### config.mk
export PLATFORM = sky130hd
export DESIGN_NAME = bank_mapper_with_rtc
export DESIGN_NICKNAME = d
export VERILOG_FILES = /design/src/design/bmrtc_pkg.sv /design/src/design/bank_mapper_with_rtc.sv
export VERILOG_INCLUDE_DIRS = /design/src /design/src/design
export SDC_FILE = /design/constraint.sdc
export NUM_CORES = 1
export LEC_CHECK = 0
export ABC_AREA = 1
export BUFFER_PORTS_ARGS = -buffer_cell sky130_fd_sc_hd__buf_2
export CAP_MARGIN = 10
export CORE_UTILIZATION = 60
export CTS_BUF_LIST = sky130_fd_sc_hd__clkbuf_8
export DETAILED_ROUTE_END_ITERATION = 8
export GPL_ROUTABILITY_DRIVEN = 0
export GPL_TIMING_DRIVEN = 1
export PLACE_DENSITY = 0.82
export SLEW_MARGIN = 20
export SYNTH_ARGS = -nofsm -noshare
export SYNTH_HDL_FRONTEND = slang
export SYNTH_SLANG_ARGS = --single-unit
### constraint.sdc
create_clock -name clk_i -period 4.4 [get_ports clk_i]
set_input_delay 0 -clock clk_i [delete_from_list [all_inputs] [get_ports clk_i]]
set_output_delay 0 -clock clk_i [all_outputs]
set_load 0.01 [all_outputs]
### src/design/bank_mapper_with_rtc_macros.svh
// assertion macros shared by the bank mapper
`ifndef BANK_MAPPER_WITH_RTC_MACROS_SVH
`define BANK_MAPPER_WITH_RTC_MACROS_SVH

// property checked on every rising edge outside reset
`define BMR_ASSERT(name, prop, msg) \
  name: assert property (@(posedge clk_i) disable iff (!rst_ni) prop) else $error(msg);

// implication form of the above
`define BMR_ASSERT_IMP(name, pre, post, msg) \
  `BMR_ASSERT(name, (pre) |-> (post), msg)

`endif

### src/design/bmrtc_pkg.sv
package bmrtc_pkg;

  localparam int ROM_BANK_COUNT = 128;
  localparam int RAM_BANK_COUNT = 8;

  localparam int ROM_BANK_W = 7;
  localparam int RAM_BANK_W = 3;
  localparam int ROM_OFS_W  = 14;
  localparam int RAM_OFS_W  = 13;
  localparam int ADDR_W     = 21;
  localparam int LATCH_N    = 5;
  localparam int LATCH_IW   = 3;

  typedef enum logic [1:0] {
    CMD_READ  = 2'd0,
    CMD_WRITE = 2'd1,
    CMD_TICK  = 2'd2
  } cmd_e;

  typedef enum logic [1:0] {
    TGT_NONE = 2'd0,
    TGT_ROM  = 2'd1,
    TGT_RAM  = 2'd2,
    TGT_RTC  = 2'd3
  } target_e;

  // bus address regions, by address bits 15:13
  localparam logic [2:0] REG_ENABLE  = 3'd0;
  localparam logic [2:0] REG_ROMBANK = 3'd1;
  localparam logic [2:0] REG_BANKSEL = 3'd2;
  localparam logic [2:0] REG_LATCH   = 3'd3;
  localparam logic [2:0] REG_EXT     = 3'd5;

  // rtc register selects
  localparam logic [3:0] RTC_SEL_SEC  = 4'h8;
  localparam logic [3:0] RTC_SEL_MIN  = 4'h9;
  localparam logic [3:0] RTC_SEL_HOUR = 4'hA;
  localparam logic [3:0] RTC_SEL_DAYL = 4'hB;
  localparam logic [3:0] RTC_SEL_DAYH = 4'hC;

  localparam logic [7:0] ENABLE_MASK  = 8'h0A;
  localparam logic [7:0] RAM_SEL_MAX  = 8'h07;
  localparam logic [7:0] RTC_SEL_MAX  = 8'h0C;
  localparam logic [7:0] LATCH_ARM    = 8'h00;
  localparam logic [7:0] LATCH_FIRE   = 8'h01;
  localparam logic [5:0] SEC_LIMIT    = 6'd60;
  localparam logic [4:0] HOUR_LIMIT   = 5'd24;
  localparam logic [8:0] DAY_MAX      = 9'h1FF;

  typedef logic [ROM_BANK_W-1:0] rom_tbl_t [2**ROM_BANK_W];
  typedef logic [RAM_BANK_W-1:0] ram_tbl_t [2**RAM_BANK_W];

  function automatic rom_tbl_t build_rom_mod();
    rom_tbl_t t;
    for (int i = 0; i < 2**ROM_BANK_W; i++) begin
      t[i] = ROM_BANK_W'(i % ROM_BANK_COUNT);
    end
    return t;
  endfunction

  function automatic ram_tbl_t build_ram_mod();
    ram_tbl_t t;
    for (int i = 0; i < 2**RAM_BANK_W; i++) begin
      t[i] = RAM_BANK_W'(i % RAM_BANK_COUNT);
    end
    return t;
  endfunction

  // bank reduced to the fitted bank count
  localparam rom_tbl_t ROM_MOD_TBL = build_rom_mod();
  localparam ram_tbl_t RAM_MOD_TBL = build_ram_mod();

endpackage

### src/design/bank_mapper_with_rtc.sv
// channel   dir  tuser                 tdata
// s_axis    in   cmd[1:0]              bus_address[15:0], bus_data[23:16]
// m_axis    out  target[1:0]           mem_address[20:0], mem_write[21],
//                                      rtc_data[29:22], accepted[30], zero[31]
//
// one beat in per cycle while not stalled, its result in the next cycle from the output register
// every beat gives exactly one result beat; all state updates on the input beat
// the input stalls only while the output register holds a beat not yet taken
// asynchronous active-low reset clears RAM bank, mode and clock state and sets the ROM bank to 1
module bank_mapper_with_rtc (
  input  logic        clk_i,
  input  logic        rst_ni,
  input  logic        s_axis_tvalid_i,
  output logic        s_axis_tready_o,
  input  logic [23:0] s_axis_tdata_i,  // bus_address[15:0], bus_data[23:16]
  input  logic [1:0]  s_axis_tuser_i,  // cmd[1:0]
  output logic        m_axis_tvalid_o,
  input  logic        m_axis_tready_i,
  output logic [31:0] m_axis_tdata_o,  // mem_address, mem_write, rtc_data, accepted
  output logic [1:0]  m_axis_tuser_o   // target[1:0]
);

  logic [15:0] addr;
  logic [7:0]  data;
  logic        in_fire;

  assign addr = s_axis_tdata_i[15:0];
  assign data = s_axis_tdata_i[23:16];

  // control and clock state
  logic                             ram_en_q, ram_en_d;
  logic [bmrtc_pkg::ROM_BANK_W-1:0] rom_bank_q, rom_bank_d;
  logic [bmrtc_pkg::RAM_BANK_W-1:0] ram_bank_q, ram_bank_d;
  logic [3:0]                       rtc_sel_q, rtc_sel_d;
  logic                             rtc_mode_q, rtc_mode_d;
  logic [7:0]                       last_latch_q, last_latch_d;
  logic [5:0]                       sec_q, sec_d;
  logic [5:0]                       min_q, min_d;
  logic [4:0]                       hour_q, hour_d;
  logic [8:0]                       day_q, day_d;
  logic                             halt_q, halt_d;
  logic                             carry_q, carry_d;
  logic [7:0]                       latch_q [bmrtc_pkg::LATCH_N];
  logic                             latch_en;

  // result register
  logic                             out_valid_q;
  bmrtc_pkg::target_e               out_tgt_q, res_tgt;
  logic [bmrtc_pkg::ADDR_W-1:0]     out_addr_q, res_addr;
  logic                             out_wr_q, res_wr;
  logic [7:0]                       out_rtc_q, res_rtc;
  logic                             out_ok_q, res_ok;

  logic [5:0]                       sec_inc, min_inc;
  logic [4:0]                       hour_inc;
  logic [bmrtc_pkg::ROM_BANK_W-1:0] rom_mod;
  logic [bmrtc_pkg::RAM_BANK_W-1:0] ram_mod;
  logic [bmrtc_pkg::ADDR_W-1:0]     ram_phys;
  logic [bmrtc_pkg::LATCH_IW-1:0]   rtc_idx;
  logic                             rtc_sel_ok;
  logic [7:0]                       rtc_rd;
  logic [6:0]                       rom_wr_bank;

  assign s_axis_tready_o = !out_valid_q || m_axis_tready_i;
  assign in_fire         = s_axis_tvalid_i && s_axis_tready_o;

  assign rom_mod  = bmrtc_pkg::ROM_MOD_TBL[rom_bank_q];
  assign ram_mod  = bmrtc_pkg::RAM_MOD_TBL[ram_bank_q];
  assign ram_phys = bmrtc_pkg::ADDR_W'({ram_mod, addr[bmrtc_pkg::RAM_OFS_W-1:0]});

  assign sec_inc  = sec_q + 6'd1;
  assign min_inc  = min_q + 6'd1;
  assign hour_inc = hour_q + 5'd1;

  assign rtc_sel_ok = (rtc_sel_q >= bmrtc_pkg::RTC_SEL_SEC) &&
                      (rtc_sel_q <= bmrtc_pkg::RTC_SEL_DAYH);
  assign rtc_idx    = bmrtc_pkg::LATCH_IW'(rtc_sel_q - bmrtc_pkg::RTC_SEL_SEC);
  assign rtc_rd     = rtc_sel_ok ? latch_q[rtc_idx] : 8'h00;
  assign rom_wr_bank = data[6:0];

  always_comb begin
    ram_en_d     = ram_en_q;
    rom_bank_d   = rom_bank_q;
    ram_bank_d   = ram_bank_q;
    rtc_sel_d    = rtc_sel_q;
    rtc_mode_d   = rtc_mode_q;
    last_latch_d = last_latch_q;
    sec_d        = sec_q;
    min_d        = min_q;
    hour_d       = hour_q;
    day_d        = day_q;
    halt_d       = halt_q;
    carry_d      = carry_q;
    latch_en     = 1'b0;
    res_tgt      = bmrtc_pkg::TGT_NONE;
    res_addr     = '0;
    res_wr       = 1'b0;
    res_rtc      = 8'h00;
    res_ok       = 1'b0;

    unique case (s_axis_tuser_i)
      bmrtc_pkg::CMD_TICK: begin
        res_ok = 1'b1;
        if (!halt_q) begin
          sec_d = sec_inc;
          if (sec_inc == bmrtc_pkg::SEC_LIMIT) begin
            sec_d = '0;
            min_d = min_inc;
            if (min_inc == bmrtc_pkg::SEC_LIMIT) begin
              min_d  = '0;
              hour_d = hour_inc;
              if (hour_inc == bmrtc_pkg::HOUR_LIMIT) begin
                hour_d = '0;
                if (day_q == bmrtc_pkg::DAY_MAX) begin
                  day_d   = '0;
                  carry_d = 1'b1;
                end else begin
                  day_d = day_q + 9'd1;
                end
              end
            end
          end
        end
      end

      bmrtc_pkg::CMD_READ: begin
        if (!addr[15]) begin
          res_tgt = bmrtc_pkg::TGT_ROM;
          res_ok  = 1'b1;
          if (!addr[14]) begin
            res_addr = bmrtc_pkg::ADDR_W'(addr);
          end else begin
            res_addr = {rom_mod, addr[bmrtc_pkg::ROM_OFS_W-1:0]};
          end
        end else if (addr[15:13] == bmrtc_pkg::REG_EXT && ram_en_q) begin
          res_ok = 1'b1;
          if (rtc_mode_q) begin
            res_tgt = bmrtc_pkg::TGT_RTC;
            res_rtc = rtc_rd;
          end else begin
            res_tgt  = bmrtc_pkg::TGT_RAM;
            res_addr = ram_phys;
          end
        end
      end

      bmrtc_pkg::CMD_WRITE: begin
        unique case (addr[15:13])
          bmrtc_pkg::REG_ENABLE: begin
            res_ok   = 1'b1;
            ram_en_d = (data & bmrtc_pkg::ENABLE_MASK) == bmrtc_pkg::ENABLE_MASK;
          end
          bmrtc_pkg::REG_ROMBANK: begin
            res_ok     = 1'b1;
            rom_bank_d = (rom_wr_bank == 7'd0) ? 7'd1 : rom_wr_bank;
          end
          bmrtc_pkg::REG_BANKSEL: begin
            if (data <= bmrtc_pkg::RAM_SEL_MAX) begin
              res_ok     = 1'b1;
              ram_bank_d = data[bmrtc_pkg::RAM_BANK_W-1:0];
              rtc_mode_d = 1'b0;
            end else if (data <= bmrtc_pkg::RTC_SEL_MAX) begin
              res_ok     = 1'b1;
              rtc_sel_d  = data[3:0];
              rtc_mode_d = 1'b1;
            end
          end
          bmrtc_pkg::REG_LATCH: begin
            res_ok       = 1'b1;
            latch_en     = (last_latch_q == bmrtc_pkg::LATCH_ARM) &&
                           (data == bmrtc_pkg::LATCH_FIRE);
            last_latch_d = data;
          end
          bmrtc_pkg::REG_EXT: begin
            if (ram_en_q) begin
              res_ok = 1'b1;
              if (rtc_mode_q) begin
                res_tgt = bmrtc_pkg::TGT_RTC;
                // live counter write, masked to its width
                unique case (rtc_sel_q)
                  bmrtc_pkg::RTC_SEL_SEC:  sec_d  = data[5:0];
                  bmrtc_pkg::RTC_SEL_MIN:  min_d  = data[5:0];
                  bmrtc_pkg::RTC_SEL_HOUR: hour_d = data[4:0];
                  bmrtc_pkg::RTC_SEL_DAYL: day_d  = {day_q[8], data};
                  bmrtc_pkg::RTC_SEL_DAYH: begin
                    day_d   = {data[0], day_q[7:0]};
                    halt_d  = data[6];
                    carry_d = data[7];
                  end
                  default: ;
                endcase
              end else begin
                res_tgt  = bmrtc_pkg::TGT_RAM;
                res_addr = ram_phys;
                res_wr   = 1'b1;
              end
            end
          end
          default: ;
        endcase
      end

      default: ;
    endcase
  end

  always_ff @(posedge clk_i or negedge rst_ni) begin
    if (!rst_ni) begin
      ram_en_q     <= 1'b0;
      rom_bank_q   <= 7'd1;
      ram_bank_q   <= '0;
      rtc_sel_q    <= '0;
      rtc_mode_q   <= 1'b0;
      last_latch_q <= 8'hFF;
      sec_q        <= '0;
      min_q        <= '0;
      hour_q       <= '0;
      day_q        <= '0;
      halt_q       <= 1'b0;
      carry_q      <= 1'b0;
      for (int i = 0; i < bmrtc_pkg::LATCH_N; i++) begin
        latch_q[i] <= 8'h00;
      end
    end else if (in_fire) begin
      ram_en_q     <= ram_en_d;
      rom_bank_q   <= rom_bank_d;
      ram_bank_q   <= ram_bank_d;
      rtc_sel_q    <= rtc_sel_d;
      rtc_mode_q   <= rtc_mode_d;
      last_latch_q <= last_latch_d;
      sec_q        <= sec_d;
      min_q        <= min_d;
      hour_q       <= hour_d;
      day_q        <= day_d;
      halt_q       <= halt_d;
      carry_q      <= carry_d;
      // latch copies the counters as they stand before this beat
      if (latch_en) begin
        latch_q[0] <= 8'(sec_q);
        latch_q[1] <= 8'(min_q);
        latch_q[2] <= 8'(hour_q);
        latch_q[3] <= day_q[7:0];
        latch_q[4] <= {carry_q, halt_q, 5'd0, day_q[8]};
      end
    end
  end

  always_ff @(posedge clk_i or negedge rst_ni) begin
    if (!rst_ni) begin
      out_valid_q <= 1'b0;
    end else if (in_fire) begin
      out_valid_q <= 1'b1;
    end else if (m_axis_tready_i) begin
      out_valid_q <= 1'b0;
    end
  end

  always_ff @(posedge clk_i) begin
    if (in_fire) begin
      out_tgt_q  <= res_tgt;
      out_addr_q <= res_addr;
      out_wr_q   <= res_wr;
      out_rtc_q  <= res_rtc;
      out_ok_q   <= res_ok;
    end
  end

  assign m_axis_tvalid_o = out_valid_q;
  assign m_axis_tuser_o  = out_tgt_q;
  assign m_axis_tdata_o  = {1'b0, out_ok_q, out_rtc_q, out_wr_q, out_addr_q};

  `include "bank_mapper_with_rtc_macros.svh"

  `BMR_ASSERT(a_rom_bank_nonzero, rom_bank_q != 7'd0, "rom bank register holds zero")
  `BMR_ASSERT_IMP(a_in_gives_out, in_fire, ##1 m_axis_tvalid_o, "input beat without result beat")
  `BMR_ASSERT_IMP(a_refused_clean, m_axis_tvalid_o && !out_ok_q, m_axis_tdata_o == 32'd0 && out_tgt_q == bmrtc_pkg::TGT_NONE, "refused beat carries data")
  `BMR_ASSERT_IMP(a_write_is_ram, m_axis_tvalid_o && out_wr_q, out_tgt_q == bmrtc_pkg::TGT_RAM && out_ok_q, "ram write without ram target")

endmodule
==> results.json, run 1 <==
{
  "n_fill_cell": 583,
  "drtAntennaViolNets": 0,
  "synthCells": 641,
  "grt_util_all_layers_pct": 30.7,
  "power_leakage_uw": 0.00317,
  "grt_pass1_vias": 4698,
  "drt-initial-drc-count": 490,
  "post-route-drc-count": 0,
  "post_drt_via_cell_ratio": 5.77,
  "maxSlewViolCount": 0,
  "finalSetupTns_ns": 0,
  "synth-seq-cells": 114,
  "hold_viol": 0,
  "fin_skew_ns": 0.0114,
  "die_x_um": 98.6,
  "async_flop_share_pct": 71.1,
  "cts_resized": 0,
  "htree_levels": 4,
  "vias": 4977,
  "design.core.area_um2": 8890,
  "worstPathRequired_ns": 4.70,
  "synth_edf_count": 33,
  "dr.pass1.iters": 6,
  "endpoint_kind": "flip-flop",
  "insertedDiodeCount": 0,
  "antenna_found_initial": 0,
  "dp_hpwl_um": 9330,
  "seq_area_um2": 3030,
  "critical_path_arrival_ns": 2.63,
  "syn_nets": 676,
  "grt_max_degree": 82,
  "crit_top_cell": "nand2_1",
  "max_freq_ghz": 0.431,
  "initial_core_util_pct": 63.0,
  "layout_common_cells": "144 x nand2_1, 89 x inv_1, 72 x dfrtp_1, 65 x nor2_1, 63 x buf_2",
  "seq_area_frac_synth_pct": 54.1,
  "crit_chain": "nand2_1 > nand2_1 > nor2_4 > nand2_2 > nor3_4 > nand4_2 > buf_4 > nand2_1 > o21ai_2",
  "syn_avg_cell_area_um2": 8.73,
  "rsz0062_at_grt": "no",
  "ios": 66,
  "post-route-period-util_pct": 52.8,
  "path_max_fanout": 56,
  "r2r_cells": 9,
  "clock_sinks": 114,
  "final-setup-viol-count": 0,
  "fin_crit_ns": 2.32,
  "maxCapViolations": 0,
  "die_h_um": 98.6,
  "worst_pin_slew_ns": 0.999,
  "hold_class": "input port to flip-flop",
  "grt-ovfl-total": 0,
  "cts_made_buffers": 17,
  "multiInputGateArea_um2": 2110,
  "routed_wl_um": 14000,
  "io_buffers": 64,
  "drive_gt1_share_pct": 18.4,
  "die_area_um2": 9720,
  "busiest_layer": "met2",
  "grt_util_met2_pct": 50.6,
  "row_count": 34,
  "ys_warn_count": 0,
  "synth_top_flop_cell": "dfrtp_1",
  "layout_commonest_cell": "nand2_1",
  "cts_tree": "built",
  "clockRootBuffer": "clkbuf_8",
  "syn2layout_area_growth_pct": 20.0,
  "crit_type": "flip-flop to flip-flop",
  "design_power_total_uw": 3110,
  "met3_usage_pct": 7.94,
  "hold_depth": 4,
  "ir_worst_vdd_uv": 295,
  "worst-path-buf-inv": 1,
  "clock_path_buffers": 2,
  "insertion_delay_ns": 0.44,
  "crit_family": "simple AND/OR/NAND/NOR gates",
  "crit_cells": 9,
  "cts_setup_buffers": 0,
  "clk_pin_slew_ns": 0.08,
  "cp_slowest_cell": "nor3_4",
  "power_density_nw_per_um2": 462,
  "nets": 777,
  "grt_pass1_wl_um": 22600,
  "slowest_delay_ns": 0.46,
  "routedWlPerCell_um": 16.3,
  "status": "finished clean",
  "slew_headroom_pct": 33.4,
  "synth_cell_type_count": 43,
  "critPathLaunchType": "flip-flop",
  "synth_area_um2": 5600,
  "use_met1_pct": 39.4
}
per-stage QoR:
stage	utilization [%]	instance area [µm²]	hold slack (ns)	worst slack (ns)	cells
after floorplan	-	5600	-0.296	2.00	641
after global placement	67.0	5960	0.228	2.28	799
after detailed placement	67.0	5960	0.228	2.16	799
after CTS	75.5	6720	0.0947	2.14	863
after global routing	75.6	6720	0.136	1.90	863
final	75.6	6720	0.122	2.08	863
flip-flops by register name, summed over array words and instances (netlist names):
signal,count
out_ok_q,1
out_wr_q,1
out_addr_q,21
carry_q,1
rtc_sel_q,4
min_q,6
rtc_mode_q,1
sec_q,6
ram_bank_q,3
ram_en_q,1
last_latch_q,8
hour_q,5
rom_bank_q,7
day_q,9
latch_q,28
halt_q,1
m_axis_tvalid_o,1
out_rtc_q,8
m_axis_tuser_o,2
worst register-to-register path: stages, from the launching register on:
cell and delay [ns]:
dfrtp_1 0.39, nand2_1 0.13, nand2_1 0.16, nor2_4 0.19
nand2_2 0.09, nor3_4 0.46, nand4_2 0.16, buf_4 0.36
nand2_1 0.20, o21ai_2 0.07
per-layer routing:
| layer | wire (µm) | share of wire [%] |
|---|---|---|
| met1 | 5880 | 42 |
| met2 | 6720 | 48 |
| met3 | 1150 | 8.2 |
| met4 | 289 | 2.1 |
| met5 | 0 | 0 |
synth_stat cells (2+ instances only):
library cell    n  area [µm²]
o211ai_1        2        15.0
a21oi_1        17        85.1
nor2_1         65         244
buf_2           3        15.0
dfstp_2         9         236
buf_6           4        45.0
nor3_4          2        32.5
inv_2           2        7.51
o21ai_1         3        15.0
xor2_1          2        17.5
nor3_1          9        45.0
nor2_2          2        12.5
nand2_1       144         541
nor2_4          2        22.5
nand4_1        11        68.8
clkinv_1        3        11.3
clkbuf_1        3        11.3
edfxtp_1       33         991
buf_4           5        37.5
xnor2_1         2        17.5
o21ai_0        60         300
dfrtp_1        72        1800
o21ai_2        20         175
ha_1            5        62.6
o31ai_1         5        37.5
o22ai_1         4        25.0
a22oi_1        10        75.1
inv_1          88         330
nand3_1        36         180
a31oi_1         5        31.3
where the power goes:
group          internal, µW  switching, µW
clock                   630            448
combinational           222            406
sequential             1260            140
total                  2110            995
what timing repair did:
item	4_1_cts	5_1_grt
hold buffers	32	0
setup endpoints to repair	0	0
hold endpoints to repair	111	0
final timing paths:
kind	start	endpoint	slack (ns)
worst max-delay path	m_axis_tvalid_o	latch_q[15]	2.08
worst min-delay path	s_axis_tuser_i[0]	m_axis_tuser_o[0]	0.12
worst max register to register	m_axis_tvalid_o	latch_q[15]	2.08
worst min register to register	min_q[5]	min_q[5]	0.49
max in group asynchronous	rst_ni	m_axis_tvalid_o	3.73
min in group asynchronous	rst_ni	rom_bank_q[4]	0.15
logic make-up after synthesis:
| group | after synthesis | synth area share, % |
|---|---|---|
| adder cells (fa/ha/maj) | 5 | 1.12 |
| AO/OA/AOI/OAI | 131 | 14.3 |
| multiplexers | 1 | 0.201 |
| AND/OR/NAND/NOR | 276 | 21.3 |
| flip-flops | 114 | 54.1 |
| other | 1 | 0.0670 |
| buffers and inverters | 109 | 8.25 |
| XOR/XNOR | 4 | 0.626 |
layout make-up:
| class | count | share of cell area [%] |
|---|---|---|
| timing repair buffer | 98 | 9.85 |
| clock buffer | 18 | 3.69 |
| sequential | 114 | 45.1 |
| multi-input combinational | 418 | 31.4 |
| inverter | 93 | 5.19 |
| tap | 108 | 2.01 |
| clock inverter | 14 | 2.81 |
Note: power is estimated with default switching activity, not from simulation.
==> run 2: changes to the inputs <==
==> constraint.sdc (replaced) <==
create_clock -name clk_i -period 2.15 [get_ports clk_i]
set_input_delay 0 -clock clk_i [delete_from_list [all_inputs] [get_ports clk_i]]
set_output_delay 0 -clock clk_i [all_outputs]
set_load 0.01 [all_outputs]
==> results.json, run 2 (synthesis results as in run 1) <==
{
  "power_switching_uw": 2060,
  "wirelength_met1_um": 5870,
  "comb_power_share_pct": 20.2,
  "clk_pin_slew_ns": 0.07,
  "post-route-period-util_pct": 93.2,
  "wl_met2_um": 6540,
  "swShare_pct": 32.4,
  "nets": 786,
  "insertion_delay_ns": 0.43,
  "finalSetupTns_ns": 0,
  "largest_register_ffs": 28,
  "crit_family": "simple AND/OR/NAND/NOR gates",
  "max_freq_ghz": 0.499,
  "ios": 66,
  "reg_top3": "latch_q: 28 flops, out_addr_q: 21 flops, day_q: 9 flops",
  "grt-ovfl-total": 0,
  "syn2layout_area_growth_pct": 21.4,
  "layout_common_cells": "143 x nand2_1, 87 x inv_1, 72 x dfrtp_1, 64 x nor2_1, 63 x buf_2",
  "routed_wl_um": 14100,
  "cp_slowest_cell": "dfrtp_1",
  "fin_skew_ns": 0.0140,
  "layout_commonest_cell": "nand2_1",
  "post_drt_via_cell_ratio": 5.76,
  "maxSlewViolCount": 0,
  "grt_max_degree": 57,
  "endpoint_kind": "flip-flop",
  "row_count": 34,
  "die_x_um": 98.6,
  "drt-initial-drc-count": 442,
  "largest_register": "latch_q",
  "slew_headroom_pct": 38.2,
  "power_density_nw_per_um2": 938,
  "status": "finished clean",
  "p_clk_share_pct": 34.7,
  "initial_core_util_pct": 63.0,
  "vias": 5024,
  "antenna_found_initial": 0,
  "critPathLaunchType": "flip-flop",
  "hold_viol": 0,
  "grt_pass1_wl_um": 22700,
  "cts_tree": "built",
  "critical_path_arrival_ns": 2.32,
  "wl_met3_um": 1160,
  "rsz0062_at_grt": "yes",
  "io_buffers": 64,
  "die_h_um": 98.6,
  "clock_sinks": 114,
  "worst-path-buf-inv": 2,
  "dr.pass1.iters": 5,
  "design.core.area_um2": 8890,
  "die_area_um2": 9720,
  "top_layer": "met5",
  "clockRootBuffer": "clkbuf_8",
  "worst_pin_slew_ns": 0.928,
  "post-route-drc-count": 0,
  "worstPathRequired_ns": 2.47,
  "drive_gt1_share_pct": 20.8,
  "crit_type": "flip-flop to flip-flop",
  "seq_area_um2": 3030,
  "final-setup-viol-count": 0,
  "grt_pass1_vias": 4731,
  "dp_hpwl_um": 9280,
  "routedWlPerCell_um": 16.2,
  "insertedDiodeCount": 0,
  "slowest_delay_ns": 0.41,
  "drtAntennaViolNets": 0,
  "cts_made_buffers": 17,
  "seq_power_share_pct": 45.1,
  "path_max_fanout": 5,
  "clock_path_buffers": 2,
  "grt_util_all_layers_pct": 30.7,
  "hold_slack_ns": 0.0674,
  "crit_chain": "ha_2 > nand3_1 > nor2_2 > nand3_1 > nor2_1 > ha_1 > inv_1 > nand2_2 > inv_2 > nand2_1 > o21ai_0 > nor3_1 > nor2_1",
  "hold_class": "input port to flip-flop",
  "fin_crit_ns": 2.00,
  "power_leakage_uw": 0.00322,
  "ir_worst_vdd_uv": 575,
  "final_util_pct": 76.4,
  "htree_levels": 4,
  "maxCapViolations": 0,
  "p_int_uw": 4310,
  "n_fill_cell": 582,
  "multiInputGateArea_um2": 2130
}
==> run 2: final timing paths <==
kind,from,endpoint,slack (ns),depth (start not counted)
min in group asynchronous,rst_ni,sec_q[3],0.10,2
hold reg to reg,latch_q[9],latch_q[9],0.49,2
setup reg to reg,day_q[0],day_q[5],0.15,13
hold / removal,s_axis_tdata_i[15],ram_en_q,0.07,4
setup / recovery,day_q[0],day_q[5],0.15,13
max in group asynchronous,rst_ni,latch_q[15],1.38,3
==> run 2: area by class of cell <==
cell class | count | share of cell area, %
clock inverter | 15 | 3.04
timing repair buffer | 107 | 10.5
multi-input combinational | 418 | 31.3
inverter | 93 | 5.19
tap | 108 | 1.99
clock buffer | 17 | 3.44
sequential | 114 | 44.6
==> run 2: repair_timing <==
item,4_1_cts,5_1_grt
hold buffers,27,0
setup buffers,0,3
hold endpoints to repair,79,0
setup endpoints to repair,0,10
gates resized for setup,0,7
==> run 2: worst register-to-register path, cell delays in order (launching register included) <==
cell,delay [ns]
dfrtp_1,0.41
ha_2,0.21
nand3_1,0.12
nor2_2,0.18
nand3_1,0.11
nor2_1,0.11
ha_1,0.15
inv_1,0.06
nand2_2,0.10
inv_2,0.07
nand2_1,0.06
o21ai_0,0.07
nor3_1,0.18
nor2_1,0.07
==> run 2: through the flow <==
stage | instance area, µm² | total power [µW] | std cells | setup WS, ns
floorplan | 5600 | 3670 | 641 | 0.0445
global placement | 6050 | 4020 | 810 | 0.232
detailed placement | 6050 | 4080 | 810 | 0.115
CTS | 6760 | 6330 | 869 | 0.0601
global route | 6800 | 6680 | 872 | -0.0821
finish | 6800 | 6380 | 872 | 0.147
==> run 2: power by group through the flow <==
stage / Sequential [µW] / Combinational, µW / Clock [µW]
floorplan: 2850 / 823 / 0
global placement: 2870 / 1150 / 0
detailed placement: 2900 / 1180 / 0
CTS: 2860 / 1250 / 2230
global route: 2920 / 1430 / 2330
finish: 2880 / 1290 / 2210
==> run 2: routing by layer <==
layer | vias to the layer above | global-route usage (%)
met5 | - | 3.59
met4 | 2 | 16.2
met3 | 54 | 6.67
met2 | 295 | 48.0
met1 | 2327 | 40.1
li1 | 2346 | -
==> run 3: changes to the inputs <==
==> constraint.sdc (replaced) <==
create_clock -name clk_i -period 2.15 [get_ports clk_i]
set_input_delay 0.3225 -clock clk_i [delete_from_list [all_inputs] [get_ports clk_i]]
set_output_delay 0.3225 -clock clk_i [all_outputs]
set_load 0.01 [all_outputs]
==> results.json, run 3 (synthesis results as in run 1) <==
{
  "post_drt_via_cell_ratio": 5.72,
  "endpoint_kind": "flip-flop",
  "critical_path_arrival_ns": 2.29,
  "syn2layout_area_growth_pct": 16.6,
  "cts_made_buffers": 17,
  "final_area_um2": 6530,
  "die_area_um2": 9720,
  "r2r_cells": 13,
  "grt_max_degree": 57,
  "clk_pin_slew_ns": 0.07,
  "ir_worst_vdd_uv": 564,
  "ios": 66,
  "grt-ovfl-total": 0,
  "dp_hpwl_um": 9360,
  "layout_common_cells": "143 x nand2_1, 86 x inv_1, 72 x dfrtp_1, 64 x nor2_1, 63 x buf_2",
  "cp-endpoint": "day_q[5]",
  "design_power_total_uw": 6140,
  "status": "finished clean",
  "worstReg2RegEnd": "day_q[5]",
  "clock_path_buffers": 2,
  "vias": 4847,
  "power_leakage_uw": 0.00310,
  "clockRootBuffer": "clkbuf_8",
  "initial_core_util_pct": 63.0,
  "rrSetupSlack_ns": 0.17,
  "post-route-drc-count": 0,
  "power_density_nw_per_um2": 941,
  "routedWlPerCell_um": 15.6,
  "io_buffers": 64,
  "htree_levels": 4,
  "maxSlewViolCount": 0,
  "grt_pass1_vias": 4520,
  "fin_crit_ns": 1.98,
  "hold_depth": 3,
  "reg_top3": "latch_q: 28 flops, out_addr_q: 21 flops, day_q: 9 flops",
  "final-setup-viol-count": 0,
  "clock_sinks": 114,
  "insertedDiodeCount": 0,
  "row_count": 34,
  "cts_tree": "built",
  "grt_util_all_layers_pct": 28.9,
  "n_fill_cell": 646,
  "slew_headroom_pct": 38.8,
  "routed_wl_um": 13200,
  "multiInputGateArea_um2": 2130,
  "critPathLaunchType": "flip-flop",
  "largest_register": "latch_q",
  "max_freq_ghz": 0.505,
  "worst_pin_slew_ns": 0.918,
  "startpoint": "day_q[0]",
  "fin_skew_ns": 0.0118,
  "hold_viol": 0,
  "worstPathRequired_ns": 2.47,
  "drt-initial-drc-count": 432,
  "r2r_start": "day_q[0]",
  "die_h_um": 98.6,
  "place_area_um2": 6070,
  "hold_class": "input port to flip-flop",
  "maxCapViolations": 0,
  "drtAntennaViolNets": 0,
  "dr.pass1.iters": 5,
  "largest_register_ffs": 28,
  "insertion_delay_ns": 0.44,
  "crit_type": "flip-flop to flip-flop",
  "grt_pass1_wl_um": 21700,
  "die_x_um": 98.6,
  "path_max_fanout": 5,
  "layout_commonest_cell": "nand2_1",
  "drive_gt1_share_pct": 21.7,
  "antenna_found_initial": 0,
  "post-route-period-util_pct": 92.0,
  "nets": 761,
  "seq_area_um2": 3030,
  "design.core.area_um2": 8890
}
run 3: worst max-delay path, cell delays in order, from the launching register on:
cell and delay (ns):
dfrtp_1 0.39, ha_2 0.20, nand3_1 0.10, nor2_2 0.19, nand3_2 0.10, nor2_1 0.12, ha_1 0.15, inv_1 0.05
nand2_2 0.09, inv_2 0.06, nand2_1 0.06, o21ai_0 0.07, nor3_1 0.20, nor2_1 0.07
run 3: repair_timing:
action / CTS / global route
buffers inserted: 0 / 4
endpoints found under the hold margin: 35 / 0
hold buffers: 1 / 0
gates resized for setup: 0 / 6
setup endpoints to repair: 0 / 9
run 3: through the flow:
step	worst slack, ns	hold WS (ns)	setup TNS, ns	util, %	std cells
final	0.172	0.130	0	73.4	847
after global routing	-0.00645	0.141	-0.00645	73.4	847
after CTS	0.0991	0.129	0	72.9	843
after detailed placement	0.115	0.355	0	68.3	810
after global placement	0.244	0.343	0	68.3	810
after floorplan	0.0445	0.0269	0	-	641
run 3: cell type report:
| class | count | share of cell area, % |
|---|---|---|
| multi-input cells | 418 | 32.6 |
| well taps | 108 | 2.07 |
| inverters | 93 | 5.40 |
| repair buffers | 82 | 7.44 |
| flip-flops and latches | 114 | 46.4 |
| clock buffers | 17 | 3.58 |
| clock inverters | 15 | 2.55 |
run 3: per-layer routing:
layer | up-vias | GRT usage, % | routed length [µm]
li1 | 2285 | - | -
met1 | 2265 | 39.1 | 5640
met2 | 250 | 44.9 | 6070
met3 | 47 | 6.45 | 1060
met4 | 0 | 13.3 | 432
met5 | - | 0 | 0
run 3: how the worst min path moves through the flow:
| stage | end | slack [ns] | startpoint |
|---|---|---|---|
| 2_1_floorplan | carry_q | 0.03 | rst_ni |
| 3_3_place_gp | sec_q[0] | 0.34 | rst_ni |
| 3_5_place_dp | sec_q[0] | 0.35 | rst_ni |
| 4_1_cts | last_latch_q[4] | 0.13 | s_axis_tdata_i[20] |
| 5_1_grt | last_latch_q[5] | 0.14 | s_axis_tdata_i[21] |
| 6_report | last_latch_q[2] | 0.13 | s_axis_tdata_i[18] |
run 3: power by group:
part           switching [µW]  total [µW]  internal [µW]
combinational             775        1240            461
sequential                291        2870           2580
clock                     904        2040           1130
